[src/iirbq_pkg.sv]
// ----------------------------------------------------------------------------
// iirbq_pkg
// Shared types and constants of the clamped biquad filter: register indexes,
// multiplier operand selection, accumulator operations, controller command.
// ----------------------------------------------------------------------------
`default_nettype none

package iirbq_pkg;

    // default widths of samples and coefficients
    localparam int DEF_SAMPLE_WIDTH = 32;
    localparam int DEF_COEF_WIDTH   = 32;

    // configuration register index width and register map
    localparam int CFG_INDEX_W = 8;

    localparam logic [CFG_INDEX_W-1:0] REG_COEF_B0     = CFG_INDEX_W'(0);
    localparam logic [CFG_INDEX_W-1:0] REG_COEF_B1     = CFG_INDEX_W'(1);
    localparam logic [CFG_INDEX_W-1:0] REG_COEF_B2     = CFG_INDEX_W'(2);
    localparam logic [CFG_INDEX_W-1:0] REG_COEF_A1     = CFG_INDEX_W'(3);
    localparam logic [CFG_INDEX_W-1:0] REG_COEF_A2     = CFG_INDEX_W'(4);
    localparam logic [CFG_INDEX_W-1:0] REG_UPPER_LIMIT = CFG_INDEX_W'(5);
    localparam logic [CFG_INDEX_W-1:0] REG_LOWER_LIMIT = CFG_INDEX_W'(6);

    // multiplier operand pairs
    typedef enum logic [2:0] {
        MUL_X_B0 = 3'd0,
        MUL_X_B1 = 3'd1,
        MUL_Y_A1 = 3'd2,
        MUL_X_B2 = 3'd3,
        MUL_Y_A2 = 3'd4
    } t_mul_sel;

    // accumulator operations
    typedef enum logic [1:0] {
        ACC_HOLD    = 2'd0,
        ACC_TERM    = 2'd1,
        ACC_TERM_W2 = 2'd2,
        ACC_SUB     = 2'd3
    } t_acc_op;

    // controller to datapath commands
    typedef struct packed {
        logic     load_x;
        logic     mul_en;
        t_mul_sel mul_sel;
        logic     calc_y;
        t_acc_op  acc_op;
        logic     load_w1;
        logic     load_w2;
        logic     clear;
        logic     load_out;
    } t_dp_cmd;

    // datapath to controller status
    typedef struct packed {
        logic clear_req;
    } t_dp_status;

endpackage : iirbq_pkg

`default_nettype wire

[src/iirbq_if.sv]
// ----------------------------------------------------------------------------
// iirbq_if
// Channel interfaces of the biquad filter: input samples, output results and
// configuration writes, each with a valid/ready transfer.
// ----------------------------------------------------------------------------
`default_nettype none

interface iirbq_in_if #(
    parameter int SAMPLE_WIDTH = iirbq_pkg::DEF_SAMPLE_WIDTH
);
    logic                           valid;
    logic                           ready;
    logic signed [SAMPLE_WIDTH-1:0] sample_in;
    logic                           clear_state;

    modport source (output valid, output sample_in, output clear_state, input ready);
    modport sink   (input valid, input sample_in, input clear_state, output ready);
endinterface : iirbq_in_if

interface iirbq_out_if #(
    parameter int SAMPLE_WIDTH = iirbq_pkg::DEF_SAMPLE_WIDTH
);
    logic                           valid;
    logic                           ready;
    logic signed [SAMPLE_WIDTH-1:0] filtered_out;

    modport source (output valid, output filtered_out, input ready);
    modport sink   (input valid, input filtered_out, output ready);
endinterface : iirbq_out_if

interface iirbq_cfg_if #(
    parameter int DATA_WIDTH = iirbq_pkg::DEF_SAMPLE_WIDTH
);
    logic                               valid;
    logic                               ready;
    logic [iirbq_pkg::CFG_INDEX_W-1:0]  index;
    logic [DATA_WIDTH-1:0]              data;

    modport source (output valid, output index, output data, input ready);
    modport sink   (input valid, input index, input data, output ready);
endinterface : iirbq_cfg_if

`default_nettype wire

[src/iirbq_ctrl.sv]
// ----------------------------------------------------------------------------
// iirbq_ctrl
// Sequencer of the biquad filter: steps one sample through the shared
// multiplier schedule and owns the input and output handshakes.
// ----------------------------------------------------------------------------
`default_nettype none

module iirbq_ctrl
    import iirbq_pkg::*;
(
    input  wire logic       i_clk,
    input  wire logic       i_rst_n,
    input  wire logic       i_in_valid,
    output logic            o_in_ready,
    output logic            o_out_valid,
    input  wire logic       i_out_ready,
    input  wire t_dp_status i_status,
    output t_dp_cmd         o_cmd
);

    typedef enum logic [7:0] {
        ST_IDLE = 8'b0000_0001,
        ST_MB0  = 8'b0000_0010,
        ST_YC   = 8'b0000_0100,
        ST_A1   = 8'b0000_1000,
        ST_B2   = 8'b0001_0000,
        ST_A2   = 8'b0010_0000,
        ST_W2   = 8'b0100_0000,
        ST_CLR  = 8'b1000_0000
    } t_state;

    t_state  r_state, n_state;
    logic    r_out_valid, n_out_valid;
    logic    out_free;
    t_dp_cmd cmd;

    assign out_free   = !r_out_valid || i_out_ready;
    assign o_in_ready = (r_state == ST_IDLE);

    // decode state into datapath commands and next state
    always_comb begin
        cmd         = '0;
        cmd.mul_sel = MUL_X_B0;
        cmd.acc_op  = ACC_HOLD;
        n_state     = r_state;
        unique case (r_state)
            ST_IDLE: begin
                if (i_in_valid) begin
                    cmd.load_x = 1'b1;
                    n_state    = ST_MB0;
                end
            end
            ST_MB0: begin
                cmd.mul_en  = 1'b1;
                cmd.mul_sel = MUL_X_B0;
                n_state     = i_status.clear_req ? ST_CLR : ST_YC;
            end
            ST_YC: begin
                cmd.calc_y  = 1'b1;
                cmd.mul_en  = 1'b1;
                cmd.mul_sel = MUL_X_B1;
                n_state     = ST_A1;
            end
            ST_A1: begin
                cmd.acc_op  = ACC_TERM_W2;
                cmd.mul_en  = 1'b1;
                cmd.mul_sel = MUL_Y_A1;
                n_state     = ST_B2;
            end
            ST_B2: begin
                cmd.acc_op  = ACC_SUB;
                cmd.mul_en  = 1'b1;
                cmd.mul_sel = MUL_X_B2;
                n_state     = ST_A2;
            end
            ST_A2: begin
                cmd.load_w1 = 1'b1;
                cmd.acc_op  = ACC_TERM;
                cmd.mul_en  = 1'b1;
                cmd.mul_sel = MUL_Y_A2;
                n_state     = ST_W2;
            end
            ST_W2: begin
                // hold until the output register is free
                if (out_free) begin
                    cmd.load_w2  = 1'b1;
                    cmd.load_out = 1'b1;
                    n_state      = ST_IDLE;
                end
            end
            ST_CLR: begin
                if (out_free) begin
                    cmd.clear    = 1'b1;
                    cmd.load_out = 1'b1;
                    n_state      = ST_IDLE;
                end
            end
            default: n_state = ST_IDLE;
        endcase
    end

    assign o_cmd = cmd;

    // output valid: set on load, drop on transfer
    always_comb begin
        priority if (cmd.load_out) begin
            n_out_valid = 1'b1;
        end else if (i_out_ready) begin
            n_out_valid = 1'b0;
        end else begin
            n_out_valid = r_out_valid;
        end
    end

    assign o_out_valid = r_out_valid;

    always_ff @(posedge i_clk) begin
        if (!i_rst_n) begin
            r_state     <= ST_IDLE;
            r_out_valid <= 1'b0;
        end else begin
            r_state     <= n_state;
            r_out_valid <= n_out_valid;
        end
    end

    // an accepted sample starts the multiply sequence
    a_accept_starts: assert property (@(posedge i_clk) disable iff (!i_rst_n)
        (i_in_valid && o_in_ready) |=> (r_state == ST_MB0))
        else $error("accepted sample did not start the sequence");

    // a result is never loaded over one that is still waiting
    a_no_overwrite: assert property (@(posedge i_clk) disable iff (!i_rst_n)
        cmd.load_out |-> (!r_out_valid || i_out_ready))
        else $error("result register overwritten");

    // a finished result leaves the sequencer idle with a valid output
    a_finish_idle: assert property (@(posedge i_clk) disable iff (!i_rst_n)
        cmd.load_out |=> (r_state == ST_IDLE && r_out_valid))
        else $error("sequence did not end after loading the result");

endmodule : iirbq_ctrl

`default_nettype wire

[src/iirbq_dp.sv]
// ----------------------------------------------------------------------------
// iirbq_dp
// Datapath of the biquad filter: configuration registers, one shared
// multiplier, accumulator, output clamp and saturating delay registers.
// ----------------------------------------------------------------------------
`default_nettype none

module iirbq_dp
    import iirbq_pkg::*;
#(
    parameter int SAMPLE_WIDTH = DEF_SAMPLE_WIDTH,
    parameter int COEF_WIDTH   = DEF_COEF_WIDTH,
    parameter int CFG_WIDTH    = DEF_SAMPLE_WIDTH
)(
    input  wire logic                           i_clk,
    input  wire logic                           i_rst_n,
    input  wire t_dp_cmd                        i_cmd,
    output t_dp_status                          o_status,
    input  wire logic signed [SAMPLE_WIDTH-1:0] i_sample_in,
    input  wire logic                           i_clear_state,
    input  wire logic                           i_cfg_we,
    input  wire logic [CFG_INDEX_W-1:0]         i_cfg_index,
    input  wire logic [CFG_WIDTH-1:0]           i_cfg_data,
    output logic signed [SAMPLE_WIDTH-1:0]      o_filtered_out
);

    localparam int STW = SAMPLE_WIDTH + 8;          // state width
    localparam int CF  = COEF_WIDTH - 8;            // coefficient fraction bits
    localparam int PW  = SAMPLE_WIDTH + COEF_WIDTH; // product width
    localparam int AW  = STW + 2;                   // accumulator width

    logic signed [COEF_WIDTH-1:0]   r_b0, r_b1, r_b2, r_a1, r_a2;
    logic signed [SAMPLE_WIDTH-1:0] r_upper, r_lower;

    logic signed [SAMPLE_WIDTH-1:0] r_x, r_y, r_out;
    logic                           r_clr;
    logic signed [PW-1:0]           r_prod, n_prod;
    logic signed [AW-1:0]           r_acc, n_acc;
    logic signed [STW-1:0]          r_w1, r_w2;

    logic signed [SAMPLE_WIDTH-1:0] op_s;
    logic signed [COEF_WIDTH-1:0]   op_c;
    logic signed [STW-1:0]          term;
    logic signed [STW:0]            sum_y, upper_ext, lower_ext;
    logic signed [SAMPLE_WIDTH-1:0] n_y;
    logic signed [AW-1:0]           w2_sum;

    // clip an accumulator value to the state range
    function automatic logic signed [STW-1:0] sat_state(input logic signed [AW-1:0] v);
        logic [AW-STW:0] top;
        top = v[AW-1:STW-1];
        if ((&top) || !(|top)) begin
            return v[STW-1:0];
        end else if (v[AW-1]) begin
            return {1'b1, {(STW-1){1'b0}}};
        end else begin
            return {1'b0, {(STW-1){1'b1}}};
        end
    endfunction

    // configuration register writes
    always_ff @(posedge i_clk) begin
        if (!i_rst_n) begin
            r_b0    <= '0;
            r_b1    <= '0;
            r_b2    <= '0;
            r_a1    <= '0;
            r_a2    <= '0;
            r_upper <= {1'b0, {(SAMPLE_WIDTH-1){1'b1}}};
            r_lower <= {1'b1, {(SAMPLE_WIDTH-1){1'b0}}};
        end else if (i_cfg_we) begin
            unique case (i_cfg_index)
                REG_COEF_B0:     r_b0    <= i_cfg_data[COEF_WIDTH-1:0];
                REG_COEF_B1:     r_b1    <= i_cfg_data[COEF_WIDTH-1:0];
                REG_COEF_B2:     r_b2    <= i_cfg_data[COEF_WIDTH-1:0];
                REG_COEF_A1:     r_a1    <= i_cfg_data[COEF_WIDTH-1:0];
                REG_COEF_A2:     r_a2    <= i_cfg_data[COEF_WIDTH-1:0];
                REG_UPPER_LIMIT: r_upper <= i_cfg_data[SAMPLE_WIDTH-1:0];
                REG_LOWER_LIMIT: r_lower <= i_cfg_data[SAMPLE_WIDTH-1:0];
                default: ;
            endcase
        end
    end

    // select multiplier operands
    always_comb begin
        unique case (i_cmd.mul_sel)
            MUL_X_B0: begin op_s = r_x; op_c = r_b0; end
            MUL_X_B1: begin op_s = r_x; op_c = r_b1; end
            MUL_Y_A1: begin op_s = r_y; op_c = r_a1; end
            MUL_X_B2: begin op_s = r_x; op_c = r_b2; end
            MUL_Y_A2: begin op_s = r_y; op_c = r_a2; end
            default:  begin op_s = r_x; op_c = r_b0; end
        endcase
    end

    assign n_prod = PW'(op_s) * PW'(op_c);

    // drop fraction bits: floor rounding by bit select
    assign term = r_prod[PW-1:CF];

    // clamp b0*x + w1, upper bound first
    assign sum_y     = {term[STW-1], term} + {r_w1[STW-1], r_w1};
    assign upper_ext = {{(STW+1-SAMPLE_WIDTH){r_upper[SAMPLE_WIDTH-1]}}, r_upper};
    assign lower_ext = {{(STW+1-SAMPLE_WIDTH){r_lower[SAMPLE_WIDTH-1]}}, r_lower};

    always_comb begin
        priority if (sum_y > upper_ext) begin
            n_y = r_upper;
        end else if (sum_y < lower_ext) begin
            n_y = r_lower;
        end else begin
            n_y = sum_y[SAMPLE_WIDTH-1:0];
        end
    end

    // accumulator operations
    always_comb begin
        unique case (i_cmd.acc_op)
            ACC_TERM:    n_acc = AW'(term);
            ACC_TERM_W2: n_acc = AW'(term) + AW'(r_w2);
            ACC_SUB:     n_acc = r_acc - AW'(term);
            default:     n_acc = r_acc;
        endcase
    end

    assign w2_sum = r_acc - AW'(term);

    // working registers
    always_ff @(posedge i_clk) begin
        if (i_cmd.load_x) begin
            r_x   <= i_sample_in;
            r_clr <= i_clear_state;
        end
        if (i_cmd.mul_en) begin
            r_prod <= n_prod;
        end
        if (i_cmd.calc_y) begin
            r_y <= n_y;
        end
        r_acc <= n_acc;
        if (i_cmd.load_out) begin
            r_out <= i_cmd.clear ? '0 : r_y;
        end
    end

    // filter state
    always_ff @(posedge i_clk) begin
        if (!i_rst_n) begin
            r_w1 <= '0;
            r_w2 <= '0;
        end else if (i_cmd.clear) begin
            r_w1 <= '0;
            r_w2 <= '0;
        end else begin
            if (i_cmd.load_w1) begin
                r_w1 <= sat_state(r_acc);
            end
            if (i_cmd.load_w2) begin
                r_w2 <= sat_state(w2_sum);
            end
        end
    end

    assign o_status.clear_req = r_clr;
    assign o_filtered_out     = r_out;

endmodule : iirbq_dp

`default_nettype wire

[src/iir_biquad_tdf2_clamped_unit.sv]
// ----------------------------------------------------------------------------
// iir_biquad_tdf2_clamped_unit
// Clamped second-order IIR filter, transposed direct form II, fixed point.
//
// Channels: i_in carries a Q16.16 sample and a clear flag, o_out carries the
// clamped Q16.16 result, i_cfg writes the coefficient and limit registers
// (index 0..6: b0, b1, b2, a1, a2, upper limit, lower limit; others are
// ignored). The configuration channel is always ready; write it while idle.
// Each sample gives exactly one result. A sample passes the accept cycle,
// then the five products, which go one per cycle through a single shared
// multiplier, then the state write-back, which also loads the result. A
// clear request stops after the first product: it zeroes the state and
// gives a zero result, and then the sequencer returns to idle.
// The result sits in an output register, so the next sample is taken while
// it waits; if the receiver stalls, the next result holds in the sequencer
// until the register frees, and input stalls behind it.
// Reset zeroes the delay registers, sets coefficients to zero and the limits
// to the full sample range; reset takes effect at once, no clearing pass.
// ----------------------------------------------------------------------------
`default_nettype none

module iir_biquad_tdf2_clamped_unit
    import iirbq_pkg::*;
#(
    parameter int SAMPLE_WIDTH = DEF_SAMPLE_WIDTH,
    parameter int COEF_WIDTH   = DEF_COEF_WIDTH
)(
    input  wire logic    i_clk,
    input  wire logic    i_rst_n,
    iirbq_in_if.sink     i_in,
    iirbq_out_if.source  o_out,
    iirbq_cfg_if.sink    i_cfg
);

    localparam int CFG_WIDTH = (SAMPLE_WIDTH > COEF_WIDTH) ? SAMPLE_WIDTH : COEF_WIDTH;

    t_dp_cmd    cmd;
    t_dp_status status;
    logic       cfg_we;

    // configuration writes are always accepted and registered
    assign i_cfg.ready = 1'b1;
    assign cfg_we      = i_cfg.valid;

    iirbq_ctrl u_ctrl (
        .i_clk       (i_clk),
        .i_rst_n     (i_rst_n),
        .i_in_valid  (i_in.valid),
        .o_in_ready  (i_in.ready),
        .o_out_valid (o_out.valid),
        .i_out_ready (o_out.ready),
        .i_status    (status),
        .o_cmd       (cmd)
    );

    iirbq_dp #(
        .SAMPLE_WIDTH (SAMPLE_WIDTH),
        .COEF_WIDTH   (COEF_WIDTH),
        .CFG_WIDTH    (CFG_WIDTH)
    ) u_dp (
        .i_clk          (i_clk),
        .i_rst_n        (i_rst_n),
        .i_cmd          (cmd),
        .o_status       (status),
        .i_sample_in    (i_in.sample_in),
        .i_clear_state  (i_in.clear_state),
        .i_cfg_we       (cfg_we),
        .i_cfg_index    (i_cfg.index),
        .i_cfg_data     (i_cfg.data[CFG_WIDTH-1:0]),
        .o_filtered_out (o_out.filtered_out)
    );

endmodule : iir_biquad_tdf2_clamped_unit

`default_nettype wire
[src/flat_wrapper.sv]
// flat-port wrapper written by rule: the top's interface ports become plain ports
module iir_biquad_tdf2_clamped_unit_flat import iirbq_pkg::*;
#(
    parameter int SAMPLE_WIDTH = DEF_SAMPLE_WIDTH,
    parameter int COEF_WIDTH   = DEF_COEF_WIDTH
)
  (i_clk, i_rst_n, i_in_valid, i_in_sample_in, i_in_clear_state, i_in_ready, o_out_valid, o_out_filtered_out, o_out_ready, i_cfg_valid, i_cfg_index, i_cfg_data, i_cfg_ready);
  iirbq_in_if #(.SAMPLE_WIDTH(SAMPLE_WIDTH)) i_in_i ();
  iirbq_out_if #(.SAMPLE_WIDTH(SAMPLE_WIDTH)) o_out_i ();
  iirbq_cfg_if i_cfg_i ();
  input  wire logic i_clk;
  input  wire logic i_rst_n;
  input wire logic [$bits(i_in_i.valid)-1:0] i_in_valid;
  input wire logic [$bits(i_in_i.sample_in)-1:0] i_in_sample_in;
  input wire logic [$bits(i_in_i.clear_state)-1:0] i_in_clear_state;
  output wire logic [$bits(i_in_i.ready)-1:0] i_in_ready;
  output wire logic [$bits(o_out_i.valid)-1:0] o_out_valid;
  output wire logic [$bits(o_out_i.filtered_out)-1:0] o_out_filtered_out;
  input wire logic [$bits(o_out_i.ready)-1:0] o_out_ready;
  input wire logic [$bits(i_cfg_i.valid)-1:0] i_cfg_valid;
  input wire logic [$bits(i_cfg_i.index)-1:0] i_cfg_index;
  input wire logic [$bits(i_cfg_i.data)-1:0] i_cfg_data;
  output wire logic [$bits(i_cfg_i.ready)-1:0] i_cfg_ready;
  assign i_in_i.valid = i_in_valid;
  assign i_in_i.sample_in = i_in_sample_in;
  assign i_in_i.clear_state = i_in_clear_state;
  assign i_in_ready = i_in_i.ready;
  assign o_out_valid = o_out_i.valid;
  assign o_out_filtered_out = o_out_i.filtered_out;
  assign o_out_i.ready = o_out_ready;
  assign i_cfg_i.valid = i_cfg_valid;
  assign i_cfg_i.index = i_cfg_index;
  assign i_cfg_i.data = i_cfg_data;
  assign i_cfg_ready = i_cfg_i.ready;
  iir_biquad_tdf2_clamped_unit #(.SAMPLE_WIDTH(SAMPLE_WIDTH), .COEF_WIDTH(COEF_WIDTH)) u_core (.i_clk(i_clk), .i_rst_n(i_rst_n), .i_in(i_in_i), .o_out(o_out_i), .i_cfg(i_cfg_i));
endmodule
[config.mk]
export PLATFORM = sky130hd
export DESIGN_NAME = iir_biquad_tdf2_clamped_unit_flat
export DESIGN_NICKNAME = d
export VERILOG_FILES = /design/src/iirbq_pkg.sv /design/src/iirbq_if.sv /design/src/iirbq_ctrl.sv /design/src/iirbq_dp.sv /design/src/iir_biquad_tdf2_clamped_unit.sv /design/src/flat_wrapper.sv
export SDC_FILE = /design/constraint.sdc
export NUM_CORES = 2
export LEC_CHECK = 0
export BUFFER_PORTS_ARGS = -buffer_cell sky130_fd_sc_hd__buf_2
export CORE_ASPECT_RATIO = 0.8
export CORE_MARGIN = 3
export CORE_UTILIZATION = 55
export CTS_CLUSTER_DIAMETER = 120
export DETAILED_ROUTE_END_ITERATION = 10
export GPL_ROUTABILITY_DRIVEN = 0
export GPL_TIMING_DRIVEN = 0
export PLACE_DENSITY = 0.69
export SYNTH_ARGS = -nofsm -noshare
export SYNTH_HDL_FRONTEND = slang
export SYNTH_SLANG_ARGS = --single-unit
[constraint.sdc]
create_clock -name i_clk -period 11.6 [get_ports i_clk]
set_input_delay 0.58 -clock i_clk [delete_from_list [all_inputs] [get_ports i_clk]]
set_output_delay 0.58 -clock i_clk [all_outputs]
set_load 0.05 [all_outputs]
==> results by group <==
Timing
  • Setup TNS: -2.06 ns
  • Setup WS post-layout: -0.265 ns
  • Hold Vio Cnt, Final: 0
  • Achievable frequency: 0.0843 GHz
  • Final Setup Violations: 19
  • Fin. max-slew vios: 0
  • Worst hold slack: 0.0293 ns
  • Final period demand of the worst path: 11.87 ns
  • Setup Skew: 0.0883 ns
  • Slew HR: 0.0762
  • Final Cycle Share: 1.02
  • Slew at the pin closest to its max-slew limit: 1.39 ns

Global routing
  • GRT overflow: 0
  • Vias in the first global route: 52300
  • GRT Overall Usage: 0.408
  • Largest net degree at the start of global routing: 33
  • Initial antenna violation count: 25
  • First-pass GRT wire length: 346000 um

Floorplanning
  • Chip height: 307 um
  • Initial core utilization: 0.558
  • Total Die Area: 117000 um2
  • Chip width: 382 um
  • I/O pin count: 113
  • Rows: 109
  • Core Footprint: 111000 um2

Clock tree
  • Clk pin slew, worst setup/hold paths: 0.07 ns
  • TritonCTS clock tree: yes
  • H-tree Lvls: 2
  • CTS max path bufs: 3
  • Clk sinks: 492
  • Clk_lat worst skew: 0.72 ns
  • CTS Buf Count: 52
  • CTS root buffer: clkbuf_16

Worst setup path
  • Reg2Reg Setup Slack: -0.27 ns
  • CP max stage cell: o41ai_4
  • Crit Path Class: reg2reg
  • R2R Path Start: u_core.u_ctrl.r_state[7]
  • Worst EP required: 12.05 ns
  • CP peak stage delay: 0.82 ns
  • Worst Setup SP: u_core.u_ctrl.r_state[7]
  • Critical path startpoint category: register
  • Reg2Reg Capture Point: u_core.u_dp.r_prod[63]
  • CP Capture Type: register
  • Worst EP arrival: 12.32 ns
  • Most used cell, CP: fa_1
  • R2r worst-path depth: 30
  • Worst Path Max Fanout: 10

Yosys
  • Synthesized area: 62200 um2
  • Post-synth top area share: 0.349
  • Post-Syn Instances: 6824
  • Area leader, netlist: fa_1
  • Number of flops mapped to enable cells by yosys: 179
  • #FFs+latches synth: 492
  • Synth Net Count: 8368
  • Library cells used by synthesis: 77
  • Synth warn: 0
  • Synth async-reset ratio: 0
  • Post-Syn Area per Cell: 9.12 um2
  • Top_reg_cell synth: dfxtp_1
  • Ranking of synthesized cells by area: fa_1 35%, dfxtp_1 10%, edfxtp_1 8.6%
  • Sequential element share of the synthesized area: 0.187

Pwr
  • Clock Power Share: 0.427
  • Comb power frac: 0.125
  • Cell Int Power: 2.90 mW
  • Switching Fraction: 0.295
  • Sequential Power Share: 0.448
  • P_leak: 31.9 nW
  • Sw Pwr: 1.21 mW
  • Maximum VDD drop: 114 uV
  • Pwr Density: 60.9 nW/um2

Detailed routing
  • Initial DRT Pass Iterations: 9
  • Remaining DRCs: 0
  • Via Count: 53300
  • Via density: 6.22
  • DRT Wirelength: 239000 um
  • Wire length per cell: 27.9 um
  • DR iter-0 viols: 7339
  • Post-route ant nets: 0

Layout
  • Post-route insts no fill: 8574
  • Final #Nets: 8551
  • Post-route cell area: 67500 um2
  • Fin util: 0.605
  • Share of post-route cells with drive strength above 1: 0.0690
  • Synth-to-Final Area Change: 8.39%
  • FILL cells: 9713

Min path
  • Worst hold path type: in2reg
  • Hold path startpoint: i_in_sample_in[1]
  • Worst Hold End: u_core.u_dp.r_x[1]
  • Worst Hold Depth: 1

Place
  • Number of cells after detailed placement: 8452
  • DP HPWL: 194000 um
  • IO buf count: 110
  • Placed inst area: 65000 um2

Status
  • Status: finished, violations left
  • Failing checks: setup timing

Job
  • Max_cap viols: 0
-- power by group through the flow --
stage / Clock, mW / Sequential, mW / Combinational [mW]
floorplan: 0 / 1.85 / 0.247
global placement: 0 / 1.87 / 0.457
CTS: 1.76 / 1.84 / 0.475
detailed placement: 0 / 1.87 / 0.470
global route: 1.82 / 1.84 / 0.520
finish: 1.75 / 1.84 / 0.515
-- routing by layer --
metal  share of wire  vias up  track usage
met5          0.0042        -       0.0386
met3            0.18      954        0.221
met2            0.38     4218        0.531
li1                -    22100            -
met1            0.37    26000        0.536
met4           0.067       27        0.215
-- through the flow --
step	total power, mW	setup WS (ns)
floorplan	2.10	1.74
global placement	2.33	-2.65
detailed placement	2.34	-1.90
CTS	4.07	0.00499
global route	4.18	-0.00371
finish	4.11	-0.265
-- cell families after synthesis --
kind of cell	after synthesis	synth area share
simple gates	2003	0.132
buf+inv	1455	0.0878
other cells	1	0.0000603
xor+xnor	160	0.0225
fa+ha+maj	1466	0.426
compound gates	1119	0.123
flops	492	0.187
mux	128	0.0215
-- worst max-delay path by stage --
stage | depth (start not counted) | endpoint
final | 30 | u_core.u_dp.r_prod[63]
after global routing | 31 | u_core.u_dp.r_prod[63]
after CTS | 31 | u_core.u_dp.r_prod[53]
after detailed placement | 30 | u_core.u_dp.r_prod[63]
after global placement | 27 | u_core.u_dp.r_prod[63]
after floorplan | 30 | u_core.u_dp.r_prod[63]
-- registers in the layout, indices dropped and copies added (netlist names), 40 cells and up --
signal              cells
u_core.u_dp.r_acc      42
u_core.u_dp.r_prod     40
u_core.u_dp.r_w1       40
u_core.u_dp.r_w2       40
-- critical path: cells and delay by family (launching register included) --
family,cells,cell delay [ns]
AOI/OAI and AO/OA,5,1.89
xor gates and xnor gates,1,0.41
adders and majority gates,9,4.31
and+or+nand+nor,6,1.80
DFF,1,0.37
buffers and inverters,8,2.22
muxes,1,0.55
-- cell usage after synthesis, types with 27 or more instances --
library cell / n
xnor2_1: 98
nand2_1: 1084
o21bai_1: 27
fa_1: 1084
a21oi_1: 250
a22oi_1: 80
clkbuf_1: 323
nand2b_1: 32
o21ai_0: 143
and2_1: 41
nor2b_1: 38
xor2_1: 62
edfxtp_1: 179
ha_1: 382
a21boi_0: 198
dfxtp_1: 313
inv_1: 1114
nand3_1: 40
nand4_1: 38
o211ai_1: 42
mux2_2: 34
mux2i_1: 93
nor2_1: 626
a21o_1: 156
o221a_2: 30
-- placed cells by master, fill, tap and decap left out, types with 54 or more instances in the layout --
cell and instances:
clkbuf_2 90, clkbuf_16 54, clkbuf_1 227, a22oi_1 80, ha_1 382, inv_1 1114
a21o_1 152, mux2i_1 71, xor2_1 60, buf_2 120, fa_1 1082, nor2_1 625
xnor2_1 94, nand2_1 1081, edfxtp_1 179, dfxtp_1 313, a21oi_1 229, a21boi_0 198
o21ai_0 143
-- layout make-up --
class                   count  area (um2)  share of cell area
multi-input cells        4877       45600               0.676
flip-flops and latches    492       11600               0.173
inverters                1114        4180              0.0620
well taps                1498        1870              0.0278
clock buffers              78        1480              0.0220
plain buffers             319        1350              0.0201
repair buffers            151        1010              0.0150
clock inverters            17         251             0.00373
diodes                     28        70.1             0.00104
-- timing repair --
item / in CTS / in global routing
hold buffers: 0 / 0
pin swaps: 3 / 4
hold endpoints to repair: 0 / 0
resized for setup: 117 / 138
buffers inserted: 3 / 16
setup endpoints to repair: 39 / 21
No activity file was read; power rests on OpenSTA's default activity.
